$ cat config.mk
export PLATFORM = sky130hd
export DESIGN_NAME = ir_distance_linearizer_core
export DESIGN_NICKNAME = d
export VERILOG_FILES = /design/src/hdl/irdl_pkg.sv /design/src/hdl/irdl_recip_div.sv /design/src/hdl/ir_distance_linearizer_core.sv
export SDC_FILE = /design/constraint.sdc
export NUM_CORES = 1
export LEC_CHECK = 0
export BUFFER_PORTS_ARGS = -buffer_cell sky130_fd_sc_hd__buf_4
export CAP_MARGIN = 15
export CORE_MARGIN = 5
export CORE_UTILIZATION = 50
export DETAILED_ROUTE_END_ITERATION = 16
export GPL_TIMING_DRIVEN = 1
export PLACE_DENSITY = 0.69
export SYNTH_ARGS = -nofsm -noshare
export SYNTH_HDL_FRONTEND = slang
export SYNTH_SLANG_ARGS = --single-unit
$ cat constraint.sdc
create_clock -name clk -period 7.6 [get_ports clk]
set_clock_uncertainty 0.1 [all_clocks]
set_input_delay 1.52 -clock clk [delete_from_list [all_inputs] [get_ports clk]]
set_output_delay 1.52 -clock clk [all_outputs]
set_load 0.005 [all_outputs]
$ cat src/hdl/irdl_pkg.sv
// ----------------------------------------------------------------------------
// irdl_pkg
// Breakpoint tables, reciprocals, widths and register codes of the IR
// distance linearizer.
// ----------------------------------------------------------------------------
package irdl_pkg;

	localparam int NUM_PTS  = 15;
	localparam int NUM_SEG  = NUM_PTS - 1;
	localparam int SEG_W    = $clog2(NUM_SEG);
	localparam int SMP_W    = 12;
	localparam int CM_W     = 10;
	localparam int FRAC     = 8;
	localparam int LIMIT_W  = 7;
	localparam int SPAN_W   = 4;
	localparam int DIFF_W   = SMP_W;
	localparam int NUM_W    = SPAN_W + DIFF_W + FRAC;
	localparam int RSHIFT   = NUM_W;
	localparam int RECIP_W  = 20;
	localparam int PROD_W   = NUM_W + RECIP_W;
	localparam int Q_W      = SPAN_W + FRAC;
	localparam int QD_W     = Q_W + DIFF_W;
	localparam int DIST_W   = CM_W + FRAC + 1;
	localparam int OUT_W    = 15;
	localparam int ADDR_W   = 3;
	localparam int DATA_W   = 32;

	localparam logic [OUT_W-1:0]   DIST_MAX    = {OUT_W{1'b1}};
	localparam logic [LIMIT_W-1:0] LIMIT_RESET = LIMIT_W'(60);
	localparam logic [SPAN_W-1:0]  SPAN_RESET  = SPAN_W'(5);

	localparam logic REG_LIMIT = 1'b0;
	localparam logic REG_SPAN  = 1'b1;

	localparam longint unsigned RSCALE = 64'd1 << RSHIFT;

	localparam logic [SMP_W-1:0] BRK [NUM_PTS] = '{
		12'd4095, 12'd3050, 12'd1980, 12'd1370, 12'd950, 12'd830, 12'd730, 12'd650,
		12'd570, 12'd530, 12'd460, 12'd390, 12'd330, 12'd300, 12'd0
	};

	localparam logic [CM_W-1:0] CM [NUM_PTS] = '{
		10'd0, 10'd10, 10'd15, 10'd20, 10'd25, 10'd30, 10'd35, 10'd40,
		10'd45, 10'd50, 10'd55, 10'd60, 10'd65, 10'd70, 10'd999
	};

	localparam logic [DIFF_W-1:0] SEG_LEN [NUM_SEG] = '{
		BRK[0] - BRK[1],   BRK[1] - BRK[2],   BRK[2] - BRK[3],   BRK[3] - BRK[4],
		BRK[4] - BRK[5],   BRK[5] - BRK[6],   BRK[6] - BRK[7],   BRK[7] - BRK[8],
		BRK[8] - BRK[9],   BRK[9] - BRK[10],  BRK[10] - BRK[11], BRK[11] - BRK[12],
		BRK[12] - BRK[13], BRK[13] - BRK[14]
	};

	// floor(2^RSHIFT / len); quotient estimate is then low by at most one
	localparam logic [RECIP_W-1:0] RECIP [NUM_SEG] = '{
		RECIP_W'(RSCALE / SEG_LEN[0]),  RECIP_W'(RSCALE / SEG_LEN[1]),
		RECIP_W'(RSCALE / SEG_LEN[2]),  RECIP_W'(RSCALE / SEG_LEN[3]),
		RECIP_W'(RSCALE / SEG_LEN[4]),  RECIP_W'(RSCALE / SEG_LEN[5]),
		RECIP_W'(RSCALE / SEG_LEN[6]),  RECIP_W'(RSCALE / SEG_LEN[7]),
		RECIP_W'(RSCALE / SEG_LEN[8]),  RECIP_W'(RSCALE / SEG_LEN[9]),
		RECIP_W'(RSCALE / SEG_LEN[10]), RECIP_W'(RSCALE / SEG_LEN[11]),
		RECIP_W'(RSCALE / SEG_LEN[12]), RECIP_W'(RSCALE / SEG_LEN[13])
	};

	typedef struct packed {
		logic s3;
		logic s4;
		logic s5;
	} div_adv_t;

	typedef struct packed {
		logic [SEG_W-1:0] seg;
		logic             found;
		logic             top;
	} seg_info_t;

endpackage

$ cat src/hdl/irdl_recip_div.sv
// ----------------------------------------------------------------------------
// irdl_recip_div
// Three-stage divide of the scaled numerator by the segment length:
// reciprocal multiply, back-multiply, remainder correction.
// ----------------------------------------------------------------------------
module irdl_recip_div (
	input  logic                                clk,
	input  irdl_pkg::div_adv_t                  adv,
	input  logic [irdl_pkg::NUM_W-1:0]          num,
	input  logic [irdl_pkg::SEG_W-1:0]          seg,
	output logic [irdl_pkg::Q_W-1:0]            quot
);

	logic [irdl_pkg::PROD_W-1:0] prod_s3;
	logic [irdl_pkg::NUM_W-1:0]  num_s3;
	logic [irdl_pkg::SEG_W-1:0]  seg_s3;
	logic [irdl_pkg::Q_W-1:0]    q0_s4;
	logic [irdl_pkg::QD_W-1:0]   qd_s4;
	logic [irdl_pkg::NUM_W-1:0]  num_s4;
	logic [irdl_pkg::SEG_W-1:0]  seg_s4;
	logic [irdl_pkg::Q_W-1:0]    quot_s5;
	logic [irdl_pkg::Q_W-1:0]    q0;
	logic [irdl_pkg::NUM_W-1:0]  rem;

	assign q0  = prod_s3[irdl_pkg::RSHIFT +: irdl_pkg::Q_W];
	assign rem = num_s4 - irdl_pkg::NUM_W'(qd_s4);

	always_ff @(posedge clk) begin
		if (adv.s3) begin
			prod_s3 <= irdl_pkg::PROD_W'(num) * irdl_pkg::PROD_W'(irdl_pkg::RECIP[seg]);
			num_s3  <= num;
			seg_s3  <= seg;
		end
		if (adv.s4) begin
			q0_s4  <= q0;
			qd_s4  <= irdl_pkg::QD_W'(q0) * irdl_pkg::QD_W'(irdl_pkg::SEG_LEN[seg_s3]);
			num_s4 <= num_s3;
			seg_s4 <= seg_s3;
		end
		if (adv.s5) begin
			quot_s5 <= q0_s4 + irdl_pkg::Q_W'(rem >= irdl_pkg::NUM_W'(irdl_pkg::SEG_LEN[seg_s4]));
		end
	end

	assign quot = quot_s5;

endmodule

$ cat src/hdl/ir_distance_linearizer_core.sv
// ----------------------------------------------------------------------------
// ir_distance_linearizer_core
// Piecewise-linear conversion of an IR sensor ADC sample to distance.
// ----------------------------------------------------------------------------
// Input channel: sample_valid / sample_stall with a 12-bit sample per beat.
// Output channel: result_valid / result_stall with distance_q8 (cm, 8
// fraction bits, saturated at 32767) and out_of_range (distance above the
// configured limit).
// The APB port holds the limit (address 0) and the segment span (address 4);
// write them only while no beat is in flight.
// Six register stages: segment search, numerator multiply, reciprocal
// multiply, back-multiply, remainder correction, final add and compare.
// A result is presented from the final stage register; one sample per
// cycle is accepted in steady state while result_stall is low.
// A stall on the output holds the last stage; earlier stages keep filling
// bubbles, and sample_stall rises only when all six stages hold data.
// Reset empties the pipeline and restores limit 60 cm and span 5 cm.
// ----------------------------------------------------------------------------
module ir_distance_linearizer_core (
	input  logic                                clk,
	input  logic                                arst_n,
	input  logic                                psel,
	input  logic                                penable,
	input  logic                                pwrite,
	input  logic [irdl_pkg::ADDR_W-1:0]         paddr,
	input  logic [irdl_pkg::DATA_W-1:0]         pwdata,
	output logic [irdl_pkg::DATA_W-1:0]         prdata,
	output logic                                pready,
	input  logic                                sample_valid,
	output logic                                sample_stall,
	input  logic [irdl_pkg::SMP_W-1:0]          sample,
	output logic                                result_valid,
	input  logic                                result_stall,
	output logic [irdl_pkg::OUT_W-1:0]          distance_q8,
	output logic                                out_of_range
);

	logic [irdl_pkg::LIMIT_W-1:0] limit_q;
	logic [irdl_pkg::SPAN_W-1:0]  span_q;

	logic v_s1, v_s2, v_s3, v_s4, v_s5, v_s6;
	logic adv1, adv2, adv3, adv4, adv5, adv6;
	irdl_pkg::div_adv_t div_adv;

	irdl_pkg::seg_info_t info_c, info_s1, info_s2, info_s3, info_s4, info_s5;
	logic [irdl_pkg::SMP_W-1:0]  sample_s1;
	logic [irdl_pkg::NUM_W-1:0]  num_s2;
	logic [irdl_pkg::DIFF_W-1:0] diff;
	logic [irdl_pkg::Q_W-1:0]    quot_s5;
	logic [irdl_pkg::DIST_W-1:0] dist_c;
	logic [irdl_pkg::OUT_W-1:0]  dist_s6;
	logic                        oor_s6;

	// configuration
	assign pready = 1'b1;

	always_ff @(posedge clk or negedge arst_n) begin
		if (!arst_n) begin
			limit_q <= irdl_pkg::LIMIT_RESET;
			span_q  <= irdl_pkg::SPAN_RESET;
		end else if (psel && penable && pwrite) begin
			unique case (paddr[2])
				irdl_pkg::REG_LIMIT: limit_q <= pwdata[irdl_pkg::LIMIT_W-1:0];
				irdl_pkg::REG_SPAN:  span_q  <= pwdata[irdl_pkg::SPAN_W-1:0];
				default: ;
			endcase
		end
	end

	always_comb begin
		unique case (paddr[2])
			irdl_pkg::REG_LIMIT: prdata = irdl_pkg::DATA_W'(limit_q);
			irdl_pkg::REG_SPAN:  prdata = irdl_pkg::DATA_W'(span_q);
			default:             prdata = '0;
		endcase
	end

	// pipeline flow control
	assign adv6 = !v_s6 || !result_stall;
	assign adv5 = !v_s5 || adv6;
	assign adv4 = !v_s4 || adv5;
	assign adv3 = !v_s3 || adv4;
	assign adv2 = !v_s2 || adv3;
	assign adv1 = !v_s1 || adv2;
	assign sample_stall = !adv1;
	assign div_adv = '{s3: adv3, s4: adv4, s5: adv5};

	always_ff @(posedge clk or negedge arst_n) begin
		if (!arst_n) begin
			v_s1 <= 1'b0;
			v_s2 <= 1'b0;
			v_s3 <= 1'b0;
			v_s4 <= 1'b0;
			v_s5 <= 1'b0;
			v_s6 <= 1'b0;
		end else begin
			if (adv1) v_s1 <= sample_valid;
			if (adv2) v_s2 <= v_s1;
			if (adv3) v_s3 <= v_s2;
			if (adv4) v_s4 <= v_s3;
			if (adv5) v_s5 <= v_s4;
			if (adv6) v_s6 <= v_s5;
		end
	end

	// stage 1: segment search, lowest matching segment wins
	always_comb begin
		info_c.seg   = '0;
		info_c.found = 1'b0;
		info_c.top   = sample >= irdl_pkg::BRK[0];
		for (int i = irdl_pkg::NUM_SEG - 1; i >= 0; i--) begin
			if (sample < irdl_pkg::BRK[i] && sample >= irdl_pkg::BRK[i+1]) begin
				info_c.seg   = irdl_pkg::SEG_W'(i);
				info_c.found = 1'b1;
			end
		end
	end

	// stage 2: numerator span * (hi - sample) << FRAC
	assign diff = irdl_pkg::BRK[info_s1.seg] - sample_s1;

	always_ff @(posedge clk) begin
		if (adv1) begin
			info_s1   <= info_c;
			sample_s1 <= sample;
		end
		if (adv2) begin
			info_s2 <= info_s1;
			num_s2  <= (irdl_pkg::NUM_W'(span_q) * irdl_pkg::NUM_W'(diff)) << irdl_pkg::FRAC;
		end
		if (adv3) info_s3 <= info_s2;
		if (adv4) info_s4 <= info_s3;
		if (adv5) info_s5 <= info_s4;
	end

	// stages 3..5
	irdl_recip_div u_div (
		.clk  (clk),
		.adv  (div_adv),
		.num  (num_s2),
		.seg  (info_s2.seg),
		.quot (quot_s5)
	);

	// stage 6: base plus fraction (0 at top), saturate, limit compare
	always_comb begin
		if (info_s5.top)
			dist_c = '0;
		else if (info_s5.found)
			dist_c = (irdl_pkg::DIST_W'(irdl_pkg::CM[info_s5.seg]) << irdl_pkg::FRAC)
				+ irdl_pkg::DIST_W'(quot_s5);
		else
			dist_c = irdl_pkg::DIST_W'(irdl_pkg::CM[irdl_pkg::NUM_PTS-1]) << irdl_pkg::FRAC;
	end

	always_ff @(posedge clk) begin
		if (adv6) begin
			dist_s6 <= (dist_c > irdl_pkg::DIST_W'(irdl_pkg::DIST_MAX)) ?
				irdl_pkg::DIST_MAX : dist_c[irdl_pkg::OUT_W-1:0];
			oor_s6  <= dist_c > (irdl_pkg::DIST_W'(limit_q) << irdl_pkg::FRAC);
		end
	end

	assign result_valid = v_s6;
	assign distance_q8  = dist_s6;
	assign out_of_range = oor_s6;

endmodule

## Word level (Yosys, flattened, before mapping)

Memory sizes are Yosys's and may differ from the RTL's.
Cells that the tools add are included.

| storage, ports and cells | value |
|---|---|
| bits in registers | 199 |
| word-level logic and storage cells | 153 |
| memories | 5 |
| memory bits (read-only) | 1056 |

| operators by class | value |
|---|---|
| reduce and logical (&&, ||, !) cells | 36 |
| bitwise gates (word level) | 6 |
| order comparisons | 37 |
| multiply operators | 3 |
| add/subtract/negate cells | 4 |
| mux-type cells | 26 |

Memory list:

| name | depth | width | read ports | clocked after memory_dff | wr ports | RTL line | source |
|---|---|---|---|---|---|---|---|
| (name not given) | 16 | 20 | 1 | 0 | 0 | irdl_recip_div.sv:30 | `prod_s3 <= irdl_pkg::PROD_W'(num) * irdl_pkg::PROD_W'(irdl_pkg::RECIP[seg]);` |
| (name not given) | 16 | 12 | 1 | 0 | 0 | irdl_recip_div.sv:41 | `quot_s5 <= q0_s4 + irdl_pkg::Q_W'(rem >= irdl_pkg::NUM_W'(irdl_pkg::SEG_LEN[seg_s4]));` |
| (name not given) | 16 | 12 | 1 | 0 | 0 | irdl_recip_div.sv:36 | `qd_s4 <= irdl_pkg::QD_W'(q0) * irdl_pkg::QD_W'(irdl_pkg::SEG_LEN[seg_s3]);` |
| (name not given) | 16 | 12 | 1 | 0 | 0 | ir_distance_linearizer_core.sv:120 | `assign diff = irdl_pkg::BRK[info_s1.seg] - sample_s1;` |
| (name not given) | 16 | 10 | 1 | 0 | 0 | ir_distance_linearizer_core.sv:150 | `dist_c = (irdl_pkg::DIST_W'(irdl_pkg::CM[info_s5.seg]) << irdl_pkg::FRAC)` |

Operator list:

| kind | number |
|---|---|
| $ge 12x10->1 const B | 6 |
| $lt 12x10->1 const B | 6 |
| $mux 12 | 6 |
| $pmux 32 s2 | 1 |
| $ge 12x9->1 const B | 4 |
| $lt 12x9->1 const B | 4 |
| $mux 20 | 2 |
| $mux 19 | 2 |
| $mux 5 | 6 |
| $mul 16x20->28 | 1 |
| $ge 5x5->1 const B | 5 |
| $not 4->5 | 5 |
| $ge 12x11->1 const B | 2 |
| $ge 12x12->1 const B | 2 |
| $ge 24x12->1 | 1 |
| $lt 12x11->1 const B | 2 |
| $lt 12x12->1 const B | 2 |
| $mul 12x12->24 | 1 |
| $sub 24x24->24 | 1 |
| $mux 10 | 2 |
| $add 18x12->19 | 1 |
| $gt 19x15->1 | 1 |
| $gt 19x15->1 const B | 1 |
| $logic_and 1x1->1 | 16 |
| other kinds (15) | 32 |

## Longest topological paths before layout

Gate-level depths: netlist of run 1.

| depth | value |
|---|---|
| word-level depth | 15 |
| depth in mapped cells | 28 |

## By module

A second synthesis of run 1 with hierarchy kept.

| second synthesis, totals | value |
|---|---|
| cells, all modules | 3128 |
| area total of the unflattened synthesis | 30463.0 um^2 |

By module, submodules not included:

| module | cells each | area each (um^2) | instances |
|---|---|---|---|
| irdl_recip_div | 2503 | 23953.0 | 1 |
| ir_distance_linearizer_core | 625 | 6510.0 | 1 |

## Least setup slack after synthesis of run 1

No wires, ideal clock.

| timing path | value |
|---|---|
| path type | register to register |
| start | register info_s2[2] (netlist name) |
| end | register u_div.prod_s3[35] (netlist name) (data pin) |
| data required time | 7.243 ns |
| cell stages (with the launch flop) | 27 |
| period minus slack after synthesis | 7.584 ns |
| path slack | 0.016 ns |
| arrival | 7.227 ns |
| library setup time | 0.257 ns |
| cell sequence | edfxtp_1 inv_1 ha_1 nor3b_1 or2_2 clkbuf_1 clkbuf_1 nand2_1 fa_1 fa_1 fa_1 inv_1 fa_1 fa_1 inv_1 fa_1 inv_1 ha_1 a21oi_1 nor2b_1 o311a_1 a31o_2 o31ai_1 a211o_1 a21oi_1 or4_1 a32o_1 |

| on the way | value |
|---|---|
| cells in the longest elaborated chain, start to end | 5 |

RTL lines:

| what | RTL line | source |
|---|---|---|
| start, declared | ir_distance_linearizer_core.sv:45 | `irdl_pkg::seg_info_t info_c, info_s1, info_s2, info_s3, info_s4, info_s5;` |
| start signal, assigned | ir_distance_linearizer_core.sv:128 | `info_s2 <= info_s1;` |
| $not 4->5 (implied by the code) | irdl_recip_div.sv:30 |  |
| $mem_v2 16x20 | - |  |
| $mux 20 (implied by the code) (2 in series) | irdl_recip_div.sv:30 |  |
| $mul 16x20->28 | irdl_recip_div.sv:30 |  |
| end signal, assigned | irdl_recip_div.sv:30 |  |
| end, declared | irdl_recip_div.sv:14 | `logic [irdl_pkg::PROD_W-1:0] prod_s3;` |

Every way passes these cells. The select of a mux whose other input is x is not followed.
A chain may end at the register's enable or synchronous reset.

## Worst setup path after layout of run 1

| timing path | value |
|---|---|
| start | register info_s2[5] (netlist name) |
| end | register u_div.prod_s3[35] (netlist name) (data pin) |

The elaborated chain is that of the path after synthesis.

==> results of run 1 <==
## placed cells by master (no fill, tap or decap), drive strengths merged, types with 6 or more instances in the layout
master and count:
nand4 6, xnor2 60, a211oi 7, nand2 335, edfxtp 166, a31oi 15
nor2b 32, mux2i 6, xor2 25, ha 237, nand2b 22, fa 336
and2 168, clkbuf 17, nor3 23, a21boi 6, dfrtp 11, buf 142
o21a 13, a21oi 79, dfstp 6, nor2 90, nand3 25, a21o 31
or2 8, inv 487, and3 30, conb 26, o21ai 61, o22ai 6
or3 7, mux2 16
## layout make-up
type                            count  share of cell area (%)
Multi-Input combinational cell   1746                   63.10
Clock buffer                       17                   1.620
Tap cell                          615                   2.931
Clock inverter                     15                  0.6576
Inverter                          478                   6.833
Sequential cell                   183                   20.63
Timing Repair Buffer              142                   4.227
## cell families (layout without fill, tap and decap cells)
logic type | Yosys count | after routing
DFF | 183 | 183
muxes | 24 | 24
other | 2 | 26
AOI/OAI and AO/OA | 269 | 269
and+or+nand+nor | 769 | 769
xor gates and xnor gates | 85 | 85
buffers and inverters | 599 | 652
adders and majority gates | 573 | 573
## stage by stage
| stage | hold slack [ns] | instances | instance area [um2] | TNS [ns] |
|---|---|---|---|---|
| CTS | 0.3221 | 3181 | 25830 | 0 |
| detailed placement | 0.3045 | 3147 | 25200 | -0.1166 |
| global route | 0.3307 | 3196 | 26260 | -0.2937 |
| finish | 0.3205 | 3196 | 26260 | 0 |
| global placement | 0.3024 | 3147 | 25200 | 0 |
| floorplan | 0.3003 | 2528 | 24040 | 0 |
## worst min-delay path by stage
stage / start / to / slack [ns]
after global routing: info_s3[1] / info_s4[1] / 0.33
final: info_s3[1] / info_s4[1] / 0.32
after global placement: info_s2[1] / info_s3[1] / 0.30
after floorplan: info_s1[0] / info_s2[0] / 0.30
after CTS: u_div.num_s3[18] / u_div.num_s4[18] / 0.32
after detailed placement: u_div.num_s3[23] / u_div.num_s4[23] / 0.30
## state kept, by name, indices dropped and copies added (netlist names), 7 cells and up
| name | cells |
|---|---|
| sample_s1 | 12 |
| u_div.q0_s4 | 12 |
| u_div.num_s4 | 16 |
| u_div.quot | 12 |
| u_div.qd_s4 | 24 |
| u_div.prod_s3 | 12 |
| limit_q | 7 |
| distance_q8 | 15 |
| u_div.num_s3 | 16 |
| num_s2 | 16 |
## per-layer routing
layer | wire length [um] | GRT usage, % | up-vias
li1 | - | - | 7978
met5 | 0 | 0 | -
met1 | 23260 | 28.92 | 8623
met2 | 28320 | 37.57 | 486
met3 | 3382 | 3.354 | 105
met4 | 1473 | 5.732 | 0
## repair_timing
| action | 4_1_cts | 5_1_grt |
|---|---|---|
| pin swaps | 1 | 31 |
| cloned | 0 | 1 |
| gates resized for setup | 3 | 71 |
| endpoints found under the setup margin | 1 | 6 |
| setup buffers | 2 | 15 |
==> summary.md, run 1 <==
| Metric | Value |
|---|---|
| Top FF cell, synth | `edfxtp_1` |
| Max clock buf depth | `2` |
| Critical Path Sink | `u_div.prod_s3[35]` |
| Max Slew Vio Count | `0` |
| Row cnt | `80` |
| CP max stage delay | `0.55 ns` |
| Synth Area in Simple Gates | `between 10% and 20%` |
| Via count | `17190` |
| Seq cells post-synth | `about 180` |
| Clk sinks | `183` |
| Final setup margin | `0.05876 ns` |
| RSZ-0062 raised after global routing | `true` |
| Htree depth | `4` |
| WP depth | `26` |
| Number of global-route vias before repair | `18400` |
| Post-synth top cells | `478 x inv_1, 336 x fa_1, 335 x nand2_1` |
| Io pins | `between 100 and 150` |
| Hold Path Class | `register to register` |
| Antenna diodes | `0` |
| Layout cells sized above 1 | `10.23%` |
| # setup viols final | `0` |
| Starting Density | `50.37%` |
| Port bufs | `51` |
| Final period util | `between 90% and 100%` |
| Compound-cell area share of the yosys netlist | `7.188%` |
| Overall Global Routing Usage | `21.76%` |
| Mapped Cells | `2504` |
| Slew headroom | `31.84%` |
| Biggest fanout along the worst timing path | `7` |
| Tightest Pin Transition | `1.020 ns` |
| Reg2reg end | `u_div.prod_s3[35]` |
| Most common cell in the netlist | `inv_1` |
| 1st-pass router iterations | `6` |
| DRC viols | `0` |
| Post-Route WL | `56430 um` |
| Max Clock Freq | `132.6 MHz` |
| Die X | `between 200 and 250 um` |
| Final Critical Period | `7.541 ns` |
| Cell variety after synth | `71` |
| Register-to-Register Setup Slack | `0.06 ns` |
| Drt via density | `roughly 5.4` |
| Worst Hold Depth | `0` |
| Largest net degree at the start of global routing | `60` |
| GRT Residual Overflow | `0` |
| CP Data Required Time | `slightly below 8 ns` |
| TritonCTS clock tree | `done` |
| Place WS | `-0.1166 ns` |
| Synth top area cells | `fa_1 28%, edfxtp_1 21%, ha_1 12%, inv_1 7.5%, nand2_1 5.3%` |
| Area share of the largest cell type after synthesis | `28.08%` |
| Die area | `52380 um2` |
| Post-synth EDFFs | `approximately 170` |
| Antenna violations before repair | `2` |
| GP Congestion | `between 0.9 and 1` |
| Main combinational cell family by area after synthesis | `adder cells` |
| Max_cap viols | `0` |
| Root Driver | `clkbuf_16` |
| CP delay by family, top | `adder cells` |
| Post-Syn Area per Cell | `9.565 um2` |
| Crit end category | `register` |
| Number of nets in the layout | `between 3000 and 4000` |
| Area growth from synthesis to layout | `9.633%` |
| Worst endpoint data arrival time | `7.63 ns` |
| Clk Latency, worst-skew pair | `0.44 ns` |
| Slowest cell on crit path | `fa_1` |
| Mux cell area share after synthesis | `~1.2%` |
| CP Launch Type | `register` |
| Layout Utilization | `about 55%` |
| Routed Antenna Nets | `0` |
| CP Class | `register to register` |
| CP bufs+invs | `6` |
| FF-to-FF path depth | `26` |
| Area of the multi-input gates | `~17000 um2` |
| Die H | `228.9 um` |
| Core box area | `47550 um2` |
| Final count of hold timing violations | `0` |
| Seq/Total Area, Yosys | `22.62%` |
| Filler cell count | `around 4000` |
| Status | `completed` |
| Post-DP HPWL | `44230 um` |
| Biggest area consumer among synthesized cells | `fa_1` |
| Worst Setup SP | `info_s2[5]` |
| Syn. warnings | `0` |
| Num CTS Buffers | `17` |
| Clk slew on worst S/H paths | `0.08 ns` |
| Synth Area in XOR/XNOR | `3.108%` |
| First-pass GRT wire length | `between 90000 and 100000 um` |
| FFs w/ async S/R, synth | `between 9 and 10%` |
| R2r startpoint | `info_s2[5]` |
| Cts-stage hold buffer count | `0` |
| Register area | `5418 um2` |
| Post-synthesis adder-cell area fraction | `a little over 40%` |
| Netlist area before placement | `~24000 um2` |
| Routed wire per std cell | `between 15 and 20 um` |
| Initial DRC count | `1284` |
Power of run 1 is not shown: default switching activity piles up to over one toggle a cycle in this logic, so the estimate is an artifact.
==> inputs of run 2 (changes only) <==
- PLACE_DENSITY: 0.69 -> 0.77
- SETUP_SLACK_MARGIN: not set -> 0.3
==> summary.md, run 2 (synthesized netlist as in run 1, its figures left out) <==
| Metric | Value |
|---|---|
| Starting Density | `50.37% (unchanged)` |
| Worst hold margin | `0.3211 ns (+0.0005710 ns)` |
| # setup viols final | `0 (unchanged)` |
| Number of nets in the layout | `3212 (+0.53%)` |
| First-pass GRT wire length | `94120 um (+1.2%)` |
| Tightest Pin Transition | `0.9894 ns (-0.03049 ns)` |
| Status | `completed` |
| Die H | `228.9 um (unchanged)` |
| R2r startpoint | `info_s2[3]` |
| Overall Global Routing Usage | `22.01% (+0.25 points)` |
| DRC viols | `0 (unchanged)` |
| CP Launch Type | `register` |
| Routed Antenna Nets | `0 (unchanged)` |
| Clk slew on worst S/H paths | `0.07 ns (about the same)` |
| Max Slew Vio Count | `0 (unchanged)` |
| Max_cap viols | `0 (unchanged)` |
| Layout cells sized above 1 | `11.01% (+0.78 points)` |
| Worst Hold Depth | `0 (unchanged)` |
| Register-to-Register Setup Slack | `0.21 ns (+0.15 ns)` |
| Io pins | `105 (unchanged)` |
| GP Congestion | `0.9288 (-3.9%)` |
| Number of global-route vias before repair | `18820 (+2.3%)` |
| Port bufs | `51 (unchanged)` |
| Final period util | `97.30% (-1.9 points)` |
| Layout Utilization | `55.62% (+0.39 points)` |
| Post-DP HPWL | `44630 um (+0.92%)` |
| Hold Path Class | `register to register` |
| GRT Residual Overflow | `0 (unchanged)` |
| Crit end category | `register` |
| Initial DRC count | `1370 (+6.7%)` |
| Max clock buf depth | `2 (unchanged)` |
| CP Class | `register to register` |
| Area growth from synthesis to layout | `10.41%` |
| Max reg flops | `24 (unchanged)` |
| Core box area | `47550 um2 (unchanged)` |
| CP Data Required Time | `7.71 ns (+0.02 ns)` |
| Antenna diodes | `0 (unchanged)` |
| Antenna violations before repair | `0 (-2)` |
| Final Critical Period | `7.395 ns (-0.1467 ns)` |
| 1st-pass router iterations | `6 (unchanged)` |
| Final setup margin | `0.2055 ns (+0.1467 ns)` |
| Largest net degree at the start of global routing | `60 (unchanged)` |
| Cts-stage hold buffer count | `0 (unchanged)` |
| Hold Path Sink | `u_div.num_s4[20]` |
| Max Clock Freq | `135.2 MHz (+2.0%)` |
| Routed wire per std cell | `17.84 um (+1.0%)` |
| Post-Route WL | `57310 um (+1.5%)` |
| Row cnt | `80 (unchanged)` |
| Root Driver | `clkbuf_16` |
| Slew headroom | `33.88% (+2.0 points)` |
| Htree depth | `4 (unchanged)` |
| Via count | `17600 (+2.4%)` |
| Largest Register | `u_div.qd_s4` |
| Clk sinks | `183 (unchanged)` |
| Reg2reg end | `u_div.prod_s3[35]` |
| Setup TNS | `0 ns (unchanged)` |
| Most frequent cells in the layout | `471 x inv_1, 333 x fa_1, 331 x nand2_1` |
| Biggest fanout along the worst timing path | `11 (+4)` |
| Die area | `52380 um2 (unchanged)` |
| Drt via density | `5.479 (+1.8%)` |
| Final count of hold timing violations | `0 (unchanged)` |
| TritonCTS clock tree | `done` |
| Clk Latency, worst-skew pair | `0.45 ns (about the same)` |
| FF-to-FF path depth | `27 (+3.8%)` |
| Die X | `228.9 um (unchanged)` |
| Commonest non-fill, non-tap cell in the layout | `inv_1` |
| Worst endpoint data arrival time | `7.50 ns (-0.13 ns)` |
| RSZ-0062 raised after global routing | `true` |
| Worst hold path startpoint | `u_div.num_s3[20]` |
| Place WS | `-0.2617 ns (-0.1451 ns)` |
| Num CTS Buffers | `17 (unchanged)` |
==> run 2: per-stage QoR <==
| stage | area (um2) | instances |
|---|---|---|
| after floorplan | 24070 | 2528 |
| after global placement | 25340 | 3159 |
| after detailed placement | 25340 | 3159 |
| after CTS | 26280 | 3207 |
| after global routing | 26440 | 3213 |
| final | 26440 | 3213 |
==> run 2: layout make-up <==
cell class              instances  area, um2
well taps                     615      769.5
repair buffers                159       1308
fillers                      3939      21100
multi-input cells            1746      16580
flip-flops and latches        183       5418
inverters                     478       1794
clock inverters                14      136.4
clock buffers                  18      439.2
==> run 2: worst max-delay path, cell delays in order, from the launching register on <==
cell	delay (ns)
edfxtp_1	0.47
inv_2	0.15
ha_4	0.23
buf_6	0.13
nor3b_4	0.21
a31oi_1	0.06
buf_4	0.17
buf_6	0.14
o31a_1	0.17
buf_6	0.19
and2_1	0.18
fa_1	0.50
inv_1	0.05
fa_1	0.53
inv_1	0.05
fa_1	0.52
fa_1	0.44
fa_1	0.55
inv_1	0.06
fa_1	0.54
inv_1	0.05
ha_1	0.34
a21o_1	0.18
a21o_1	0.20
a21oi_2	0.21
a21oi_2	0.10
or4_1	0.40
a32o_1	0.23
==> run 2: worst max path at each step <==
stage | start | endpoint | slack, ns
after CTS | info_s2[2] | u_div.prod_s3[35] | 0.19
after detailed placement | info_s2[2] | u_div.prod_s3[35] | -0.26
after floorplan | info_s2[2] | u_div.prod_s3[35] | 0.31
final | info_s2[3] | u_div.prod_s3[35] | 0.21
after global placement | info_s2[2] | u_div.prod_s3[35] | -0.12
after global routing | info_s2[3] | u_div.prod_s3[35] | -0.02
==> run 2: timing repair <==
action	4_1_cts	5_1_grt
pin swaps	48	36
endpoints found under the setup margin	8	8
setup buffers	16	6
resized for setup	59	23
==> run 2: per-layer routing <==
layer | vias up | wire [um] | global-route usage, %
met2 | 677 | 28720 | 38.44
met4 | 0 | 2125 | 7.630
li1 | 8020 | - | -
met1 | 8752 | 22130 | 27.82
met5 | - | 0 | 0
met3 | 154 | 4337 | 3.789
Power of run 2 is left out for the same reason.
